**config.mk**
```make
export PLATFORM = sky130hd
export DESIGN_NAME = sub_cpu_bus_arbiter_bank_mapper
export DESIGN_NICKNAME = d
export VERILOG_FILES = /design/src/design/scbam_pkg.sv /design/src/design/scbam_ctrl.sv /design/src/design/scbam_datapath.sv /design/src/design/sub_cpu_bus_arbiter_bank_mapper.sv
export SDC_FILE = /design/constraint.sdc
export NUM_CORES = 1
export LEC_CHECK = 0
export ABC_AREA = 1
export BUFFER_PORTS_ARGS = -buffer_cell sky130_fd_sc_hd__buf_2
export CAP_MARGIN = 15
export CORE_MARGIN = 3
export CORE_UTILIZATION = 50
export DETAILED_ROUTE_END_ITERATION = 8
export GPL_ROUTABILITY_DRIVEN = 0
export GPL_TIMING_DRIVEN = 0
export PLACE_DENSITY = 0.72
export SLEW_MARGIN = 20
export SYNTH_ARGS = -nofsm -noshare
export SYNTH_HDL_FRONTEND = slang
export SYNTH_SLANG_ARGS = --single-unit
```
**constraint.sdc**
```tcl
create_clock -name clk_i -period 3.6 [get_ports clk_i]
set_input_delay 0.36 -clock clk_i [delete_from_list [all_inputs] [get_ports clk_i]]
set_output_delay 0.36 -clock clk_i [all_outputs]
set_load 0.1 [all_outputs]
```
**src/design/scbam_pkg.sv**
```systemverilog
`timescale 1ns / 1ps
package scbam_pkg;

  typedef enum logic [2:0] {
    FUNC_ACK_READ    = 3'd0,
    FUNC_REQ_WRITE   = 3'd1,
    FUNC_RESET_WRITE = 3'd2,
    FUNC_BANK_BIT    = 3'd3,
    FUNC_MAPPER_WR   = 3'd4,
    FUNC_LOOKUP      = 3'd5,
    FUNC_BLOCK_RESET = 3'd6
  } func_e;

  localparam int unsigned DeadlineW = 19;
  localparam logic [DeadlineW-1:0] DeadlineOffset = 19'd16;
  localparam logic [21:0] BootMask = 22'h0007FF;
  localparam logic [2:0] MapperRamCtrl = 3'd0;

  typedef struct packed {
    logic [2:0]  func;
    logic        control_bit;
    logic [2:0]  mapper_register;
    logic [5:0]  mapper_value;
    logic [17:0] cpu_cycle;
    logic [21:0] lookup_address;
  } scbam_req_t;

  typedef struct packed {
    logic        bus_ack;
    logic        bus_requested;
    logic        sub_cpu_running;
    logic [23:0] bank_base;
    logic        save_ram_enabled;
    logic        save_ram_writable;
    logic [24:0] mapped_address;
    logic        from_boot_rom;
  } scbam_rsp_t;

  typedef struct packed {
    logic update;  // apply request to state, capture cycle and address
    logic load;    // compute result into output register
  } scbam_cmd_t;

endpackage

```
**src/design/scbam_ctrl.sv**
```systemverilog
`timescale 1ns / 1ps
module scbam_ctrl
  import scbam_pkg::*;
(
  input  logic       clk_i,
  input  logic       rst_ni,
  input  logic       in_valid_i,
  output logic       in_stall_o,
  output logic       out_valid_o,
  input  logic       out_stall_i,
  output scbam_cmd_t cmd_o
);

  typedef enum logic [1:0] {
    ST_IDLE = 2'b01,
    ST_EXEC = 2'b10
  } state_e;

  state_e state_q, state_d;
  logic   out_valid_q, out_valid_d;
  logic   out_free;
  logic   accept;

  assign out_free = !out_valid_q || !out_stall_i;

  always_comb begin
    in_stall_o  = 1'b0;
    cmd_o       = '0;
    state_d     = state_q;
    out_valid_d = out_valid_q && out_stall_i;
    case (state_q)
      ST_IDLE: begin
        in_stall_o = 1'b0;
      end
      ST_EXEC: begin
        in_stall_o = !out_free;
        if (out_free) begin
          cmd_o.load  = 1'b1;
          out_valid_d = 1'b1;
        end
      end
      default: begin
        in_stall_o = 1'b1;
      end
    endcase
    accept       = in_valid_i && !in_stall_o;
    cmd_o.update = accept;
    if (accept) begin
      state_d = ST_EXEC;
    end else if (state_q != ST_EXEC || out_free) begin
      state_d = ST_IDLE;
    end
  end

  always_ff @(posedge clk_i or negedge rst_ni) begin
    if (!rst_ni) begin
      state_q     <= ST_IDLE;
      out_valid_q <= 1'b0;
    end else begin
      state_q     <= state_d;
      out_valid_q <= out_valid_d;
    end
  end

  assign out_valid_o = out_valid_q;

endmodule

```
**src/design/scbam_datapath.sv**
```systemverilog
`timescale 1ns / 1ps
module scbam_datapath
  import scbam_pkg::*;
#(
  parameter int unsigned BANK_COUNT       = 8,
  parameter int unsigned BANK_SHIFT       = 19,
  parameter int unsigned BANK_NUMBER_BITS = 6
) (
  input  logic       clk_i,
  input  logic       rst_ni,
  input  scbam_cmd_t cmd_i,
  input  scbam_req_t req_i,
  input  logic       cfg_we_i,
  input  logic       cfg_wdata_i,
  output scbam_rsp_t rsp_o
);

  localparam logic [31:0] LowMask = (32'd1 << BANK_SHIFT) - 32'd1;

  logic                        boot_cfg_q;
  logic                        request_q, request_d;
  logic                        running_q, running_d;
  logic                        ack_q, ack_d;
  logic [DeadlineW-1:0]        deadline_q, deadline_d;
  logic                        prev_ack_q, prev_ack_d;
  logic [8:0]                  window_q, window_d;
  logic [BANK_NUMBER_BITS-1:0] bank_q [BANK_COUNT];
  logic [BANK_NUMBER_BITS-1:0] bank_d [BANK_COUNT];
  logic                        boot_sel_q, boot_sel_d;
  logic                        ram_on_q, ram_on_d;
  logic                        ram_wr_q, ram_wr_d;
  logic [17:0]                 cycle_q;
  logic [21:0]                 addr_q;
  scbam_rsp_t                  rsp_q;

  logic [21:0]                 slot;
  logic                        slot_ok;
  logic [BANK_NUMBER_BITS-1:0] slot_bank;
  logic [31:0]                 cart_addr;
  logic                        ack_val;

  // State update for one request
  always_comb begin
    request_d  = request_q;
    running_d  = running_q;
    ack_d      = ack_q;
    deadline_d = deadline_q;
    prev_ack_d = prev_ack_q;
    window_d   = window_q;
    bank_d     = bank_q;
    boot_sel_d = boot_sel_q;
    ram_on_d   = ram_on_q;
    ram_wr_d   = ram_wr_q;
    case (req_i.func)
      FUNC_REQ_WRITE: begin
        deadline_d = DeadlineW'(req_i.cpu_cycle) + DeadlineOffset;
        prev_ack_d = ack_q;
        request_d  = req_i.control_bit;
        ack_d      = !(req_i.control_bit && running_q);
      end
      FUNC_RESET_WRITE: begin
        if (!req_i.control_bit) begin
          deadline_d = '0;
          prev_ack_d = 1'b1;
        end
        running_d = req_i.control_bit;
        ack_d     = !(request_q && req_i.control_bit);
      end
      FUNC_BANK_BIT: begin
        window_d = {req_i.control_bit, window_q[8:1]};
      end
      FUNC_MAPPER_WR: begin
        if (req_i.mapper_register == MapperRamCtrl) begin
          ram_on_d = req_i.mapper_value[0];
          ram_wr_d = !req_i.mapper_value[1];
        end else begin
          for (int i = 0; i < BANK_COUNT; i++) begin
            if (32'(req_i.mapper_register) == i) begin
              bank_d[i] = BANK_NUMBER_BITS'(req_i.mapper_value);
            end
          end
        end
      end
      FUNC_BLOCK_RESET: begin
        request_d  = 1'b0;
        running_d  = 1'b0;
        ack_d      = 1'b1;
        deadline_d = '0;
        prev_ack_d = 1'b1;
        window_d   = '0;
        if (req_i.control_bit) begin
          for (int i = 0; i < BANK_COUNT; i++) begin
            bank_d[i] = BANK_NUMBER_BITS'(i);
          end
          boot_sel_d = boot_cfg_q;
        end
      end
      default: begin
        request_d = request_q;
      end
    endcase
  end

  // Result from updated state
  assign slot    = addr_q >> BANK_SHIFT;
  assign slot_ok = 32'(slot) < BANK_COUNT;

  always_comb begin
    slot_bank = '0;
    for (int i = 0; i < BANK_COUNT; i++) begin
      if (32'(slot) == i) begin
        slot_bank = bank_q[i];
      end
    end
  end

  assign cart_addr = (32'(slot_bank) << BANK_SHIFT) | (32'(addr_q) & LowMask);
  assign ack_val   = ack_q || ((32'(cycle_q) <= 32'(deadline_q)) && prev_ack_q);

  always_ff @(posedge clk_i or negedge rst_ni) begin
    if (!rst_ni) begin
      boot_cfg_q <= 1'b0;
      request_q  <= 1'b0;
      running_q  <= 1'b0;
      ack_q      <= 1'b1;
      deadline_q <= '0;
      prev_ack_q <= 1'b1;
      window_q   <= '0;
      for (int i = 0; i < BANK_COUNT; i++) begin
        bank_q[i] <= BANK_NUMBER_BITS'(i);
      end
      boot_sel_q <= 1'b0;
      ram_on_q   <= 1'b0;
      ram_wr_q   <= 1'b1;
    end else begin
      if (cfg_we_i) begin
        boot_cfg_q <= cfg_wdata_i;
      end
      if (cmd_i.update) begin
        request_q  <= request_d;
        running_q  <= running_d;
        ack_q      <= ack_d;
        deadline_q <= deadline_d;
        prev_ack_q <= prev_ack_d;
        window_q   <= window_d;
        bank_q     <= bank_d;
        boot_sel_q <= boot_sel_d;
        ram_on_q   <= ram_on_d;
        ram_wr_q   <= ram_wr_d;
      end
    end
  end

  always_ff @(posedge clk_i) begin
    if (cmd_i.update) begin
      cycle_q <= req_i.cpu_cycle;
      addr_q  <= req_i.lookup_address;
    end
    if (cmd_i.load) begin
      rsp_q.bus_ack           <= ack_val;
      rsp_q.bus_requested     <= request_q;
      rsp_q.sub_cpu_running   <= running_q;
      rsp_q.bank_base         <= {window_q, 15'b0};
      rsp_q.save_ram_enabled  <= ram_on_q;
      rsp_q.save_ram_writable <= ram_wr_q;
      if (!slot_ok) begin
        rsp_q.mapped_address <= '0;
        rsp_q.from_boot_rom  <= 1'b0;
      end else if (slot == '0 && boot_sel_q) begin
        rsp_q.mapped_address <= 25'(addr_q & BootMask);
        rsp_q.from_boot_rom  <= 1'b1;
      end else begin
        rsp_q.mapped_address <= cart_addr[24:0];
        rsp_q.from_boot_rom  <= 1'b0;
      end
    end
  end

  assign rsp_o = rsp_q;

endmodule

```
**src/design/sub_cpu_bus_arbiter_bank_mapper.sv**
```systemverilog
`timescale 1ns / 1ps
// Channel   Dir  Handshake              Payload
// in        in   in_valid_i/in_stall_o  in_req_i  (scbam_req_t)
// out       out  out_valid_o/out_stall_i out_rsp_o (scbam_rsp_t)
// cfg       in   cfg_we_i               cfg_wdata_i (boot ROM select)
//
// A request updates the state at its accepting edge; the result is then registered
// once the result register is free; a new request is taken every cycle unless it stalls.
// The result register is the only holding stage: while it is stalled and full,
// a request in flight waits and in_stall_o is high.
// Reset (rst_ni low, async) restores the flags, window and identity bank table.
module sub_cpu_bus_arbiter_bank_mapper
  import scbam_pkg::*;
#(
  parameter int unsigned BANK_COUNT       = 8,
  parameter int unsigned BANK_SHIFT       = 19,
  parameter int unsigned BANK_NUMBER_BITS = 6
) (
  input  logic       clk_i,
  input  logic       rst_ni,
  input  logic       in_valid_i,
  output logic       in_stall_o,
  input  scbam_req_t in_req_i,
  output logic       out_valid_o,
  input  logic       out_stall_i,
  output scbam_rsp_t out_rsp_o,
  input  logic       cfg_we_i,
  input  logic       cfg_wdata_i
);

  scbam_cmd_t cmd;

  scbam_ctrl u_ctrl (
    .clk_i       (clk_i),
    .rst_ni      (rst_ni),
    .in_valid_i  (in_valid_i),
    .in_stall_o  (in_stall_o),
    .out_valid_o (out_valid_o),
    .out_stall_i (out_stall_i),
    .cmd_o       (cmd)
  );

  scbam_datapath #(
    .BANK_COUNT       (BANK_COUNT),
    .BANK_SHIFT       (BANK_SHIFT),
    .BANK_NUMBER_BITS (BANK_NUMBER_BITS)
  ) u_datapath (
    .clk_i       (clk_i),
    .rst_ni      (rst_ni),
    .cmd_i       (cmd),
    .req_i       (in_req_i),
    .cfg_we_i    (cfg_we_i),
    .cfg_wdata_i (cfg_wdata_i),
    .rsp_o       (out_rsp_o)
  );

endmodule

```
# --- Word level (Yosys, flattened, before mapping) ---
# Index checks and enable logic that the tools add are counted.
op_classes:
  add_sub_neg: 1
  magnitude_cmp: 2
  eq_ne: 32
  muxes: 34
  bitwise: 3
  reduce_logical: 40
op_table:
  columns: ["cell", "count"]
  rows:
  - ["one-hot mux 48 bit (2 select lines)", 1]
  - ["two-way mux 6 bit", 15]
  - ["one-hot mux 19 bit (3 select lines)", 1]
  - ["two-way mux 48 bit", 1]
  - ["two-way mux 42 bit", 1]
  - ["AND reduction 5 bit", 7]
  - ["== test 3 bit (second input constant)", 10]
  - ["bitwise OR 25 x 19 -> 25 bit", 1]
  - ["zero test 22 bit", 1]
  - ["adder 18 x 5 -> 19 bit (second input constant)", 1]
  - ["<= comparator 18 x 19 -> 1 bit", 1]
  - ["two-way mux 19 bit", 1]
  - ["== test 3 x 2 -> 1 bit (second input constant)", 6]
  - ["one-hot mux 9 bit (2 select lines)", 1]
  - ["!= test 2 x 1 -> 1 bit (second input constant)", 7]
  - ["two-way mux 12 bit", 1]
  - ["nonzero test 2 bit", 5]
  - ["== test 3 x 1 -> 1 bit (second input constant)", 3]
  - ["AND reduction 3 bit", 3]
  - ["!= test 2 bit (second input constant)", 4]
  - ["AND reduction 2 bit", 4]
  - ["zero test 1 bit", 7]
  - ["logical AND 1 bit", 6]
  - ["one-hot mux 1 bit (2 select lines)", 3]
  - ["other kinds (12)", 21]
totals:
  regBits: 167
  input_bits: 59
  out_inout_bits: 57
  wordCells: 143

# --- Depth between registers and ports, before layout ---
depth:
  ltp_word: 11
  depth_mapped: 13
  mapped_depth_nobuf: 13

# --- Cells and area by module ---
# From an unflattened synthesis, not the netlist that was laid out.
unflattened:
  hier_cells: 674
  area_unflattened_um2: 7004.2
modules_own_cells:
  columns: ["module", "n_inst", "cells_each", "area_per_inst_um2", "seq_area_each_um2"]
  rows:
  - ["scbam_datapath", 1, 656, 6844.1, 4372.9]
  - ["scbam_ctrl", 1, 18, 160.2, 76.3]

# --- Worst setup path after synthesis ---
# Ideal clock, no wire load.
synth_path:
  path_kind: "register -> register"
  startpoint: "register u_ctrl.out_valid_q, in the netlist u_ctrl.out_valid_o"
  endpoint: "register u_datapath.rsp_q (netlist bit u_datapath.rsp_o[0]) (enable)"
  setup_ps: 437
  arrival_ps: 2728
  t_required_ps: 3163
  path_slack_ps: 435
  path_stages_with_launch: 4
  path_cell_list: "dfrtp_1 nand2_1 inv_1 nor2_1"
synth_rtl:
  columns: ["item", "line_no", "source"]
  rows:
  - ["start: declaration", "scbam_ctrl.sv:20", "logic out_valid_q, out_valid_d;"]
  - ["start signal: assignment", "scbam_ctrl.sv:61", "out_valid_q <= out_valid_d;"]
  - ["end: declaration", "scbam_datapath.sv:34", "scbam_rsp_t rsp_q;"]

==> flow_summary.toml <==
[run_status]
run_status = "finished clean"

[timing]
worst_slew_pin_slew_ps = 835
final_max_slew_viol_count = 0
period_minus_ws_final_ps = 2260
fin_skew_ps = 8.34
tns_ps = 0
fin_crit_sh_pct = 62.8
fmax_mhz = 442
setup_viol_count_final = 0
holdWs_ps = 111
worst_rel_slew_slack_pct = 43.9
unrepaired_setup_endpoints_after_global_routing = "no"
report.final.hold_viol_count = 0

[route]
detail_routed_via_count_per_cell = 5.07
detailroute.via_count = 5082
wl_per_cell_um = 14.8
route.final.wire_length_um = 14800
detailed_route_drc_error_count = 0
antenna_left = 0
detailedRoute.firstPassIterationCount = 4
number_of_drc_violations_after_detailed_routing_iteration_0 = 412

[yosys]
netlist-cell-type-count = 35
synth_area_per_cell_um2 = 10.3
syn_inst = 677
netlist.top_cell.by_area = "edfxtp_1"
synth_warnings = 0
synth.top_cells.by_area = "edfxtp_1 (34%), dfrtp_1 (23%), nand2_1 (7.8%), dfstp_2 (6.0%), inv_1 (5.0%)"
seq_area_frac_synth_pct = 63.6
post-synth-top-area-fraction_pct = 34.4
postSynthRegisterBits = 161
netlist_area_mm2 = 0.00699

[cts]
cts_tree = "done"
tritoncts.num_buffers = 17
clock_tree.root_cell = "clkbuf_16"
cts.sinks = 161
clk-insertion-delay-late_ps = 420
number_of_hold_repair_buffers_added_at_the_cts_stage = 1
cts.clk_slew.worst_paths_ps = 60
cts_htree_levels = 4
postCtsSetupBuffers = 0
post_cts_resized = 0
cts_max_path_buffers = 2

[worst_setup_path]
critical_path.reg2reg.startpoint = "u_ctrl.state_q[0]"
cp_data_arrival_time_ps = 2600
cp_data_required_time_ps = 3940
worstReg2RegEnd = "u_datapath.deadline_q[14]"
r2r.worst_path.cells = 10
worstPathMaxFanout = 44
worstSetupEndpointType = "register"
critical_path.startpoint_type = "register"
type_of_the_setup_path_with_the_least_slack = "register to register"
timing.reg2reg.setup_slack_ps = 1340

[pwr]
p_clk_share_pct = 32.4
power-per-cell-area_mw_per_mm2 = 688
power.leakage_nw = 3.86
sequential_cell_fraction_of_total_power_pct = 45.1
switching_share_pct = 30.8
ir_worst_vdd_mv = 0.365
comb_power_share_pct = 22.5
power_switching_mw = 1.79
power.internal_mw = 4.03

[floorplanning]
initial_utilization_pct = 52.0
ioPinCount = 116
floorplan.die.width_um = 124
floorplan.die_area_mm2 = 0.0154
core.rowCount = 42
design.core.area_mm2 = 0.0135
die_height_um = 124

[finish]
layout_commonest_cell = "nand2_1"
area_growth_syn_to_layout_pct = 21.0
post_route_cells_drive_above_1_share_pct = 22.8
utilization_pct = 62.9
finish.instance_area_mm2 = 0.00846
mostFrequentLayoutCells = "nand2_1 (145), buf_2 (100), inv_1 (94), edfxtp_1 (80), dfrtp_1 (65)"
finish.net_count = 891
layout.cells.non_filler = 1002
antennaDiodeCount = 0

[global_routing]
grt.overflow.total = 0
groute.usage.overall_pct = 19.9
wire_length_of_the_first_global_routing_pass_um = 24800
number_of_antenna_violations_at_the_first_check_in_global_routing = 0
grt_start_max_net_pins = 48
first_global_vias = 5190

[min_path]
worstHoldStart = "in_req_i[7]"
hold_path_end = "u_datapath.addr_q[7]"
holdCritPathClass = "primary input to register"
worst_hold_path.num_cells = 1

[placement]
dp.cells = 969
numPortBuffers = 100
placed_cell_area_mm2 = 0.00782
detailedPlacementHpwl_um = 10700

[flow_run]
timing.max_cap.violations = 0
[through the flow]
| step | worst slack [ps] | power [mW] |
|---|---|---|
| final | 1340 | 5.82 |
| after detailed placement | 1280 | 3.96 |
| after global placement | 78.5 | 3.88 |
| after global routing | 1130 | 6.14 |
| after CTS | 1290 | 5.86 |
| after floorplan | 435 | 3.62 |
[power by group through the flow]
stage	sequential (mW)	combinational (mW)	clock (mW)
2_1_floorplan	2.85	0.764	0
3_3_place_gp	2.63	1.24	0
3_5_place_dp	2.65	1.31	0
4_1_cts	2.62	1.32	1.91
5_1_grt	2.67	1.47	2.00
6_report	2.63	1.31	1.88
[final cells by class]
type	count	area (µm²)
Clock inverter	10	160
Timing Repair Buffer	103	561
Buffer	29	208
Inverter	96	363
Sequential cell	161	4450
Tap cell	176	220
Multi-Input combinational cell	405	2030
Fill cell	1090	5000
Clock buffer	22	464
[worst max-delay path by stage]
| stage | from | depth (start not counted) | end |
|---|---|---|---|
| after floorplan | u_ctrl.out_valid_o | 3 | u_datapath.rsp_o[0] |
| after global placement | out_stall_i | 4 | u_datapath.rsp_o[26] |
| after detailed placement | out_stall_i | 11 | u_datapath.deadline_q[14] |
| after CTS | u_ctrl.state_q[0] | 10 | u_datapath.deadline_q[14] |
| after global routing | u_ctrl.state_q[0] | 8 | u_datapath.window_q[0] |
| final | u_ctrl.state_q[0] | 10 | u_datapath.deadline_q[14] |
[kinds of logic after synthesis]
| kind of cell | count (synthesis) | synth area share (%) |
|---|---|---|
| AOI/OAI and AO/OA | 108 | 8.66 |
| xor gates and xnor gates | 5 | 0.626 |
| adders and majority gates | 19 | 3.40 |
| buffers and inverters | 125 | 8.16 |
| DFF | 161 | 63.6 |
| other | 1 | 0.0536 |
| and+or+nand+nor | 258 | 15.5 |
[synth_stat cells]
cell and count:
xnor2_1 1, inv_4 1, inv_1 94, o21ai_0 54, ha_1 19, nor2_4 3, clkbuf_1 2, nor2_2 5
xor2_1 4, nand2_2 1, edfxtp_1 80, o21ai_2 1, o211ai_1 2, a21oi_1 21, buf_2 1, buf_6 1
conb_1 1, dfstp_2 16, o21bai_1 2, buf_4 24, nor2_1 65, nand2_4 2, nand2_1 145, nand3_1 18
inv_2 1, o221ai_1 6, dfrtp_1 65, or2_1 1, buf_1 1, nor3_1 8, a31oi_1 13, nand4_1 9
and3_1 1, a21o_1 1, o22ai_1 8
[layer usage]
layer,part of all wire [%],track usage (%),up-vias,wire [µm]
met5,0,0,-,0
met4,0.86,6.13,0,128
met3,5.5,5.32,12,815
met2,52,34.3,151,7740
met1,42,24.5,2437,6160
li1,-,-,2482,-
[critical path, stage by stage, from the launching register on]
cell,delay [ps]
dfstp_2,520
inv_1,40
or2_1,210
o21ai_2,90
nand2_4,110
inv_4,470
nand2_4,210
inv_2,150
buf_4,190
nand3_1,90
o21ai_0,80
[flip-flops by register name, summed over array words and instances (netlist names), 2 cells and up]
register               count
u_datapath.addr_q         22
u_datapath.cycle_q        18
u_datapath.deadline_q     19
u_datapath.window_q        9
u_datapath.rsp_o          40
u_ctrl.state_q             2
u_datapath.bank_q         42
Note: power is estimated with default switching activity, not from simulation.
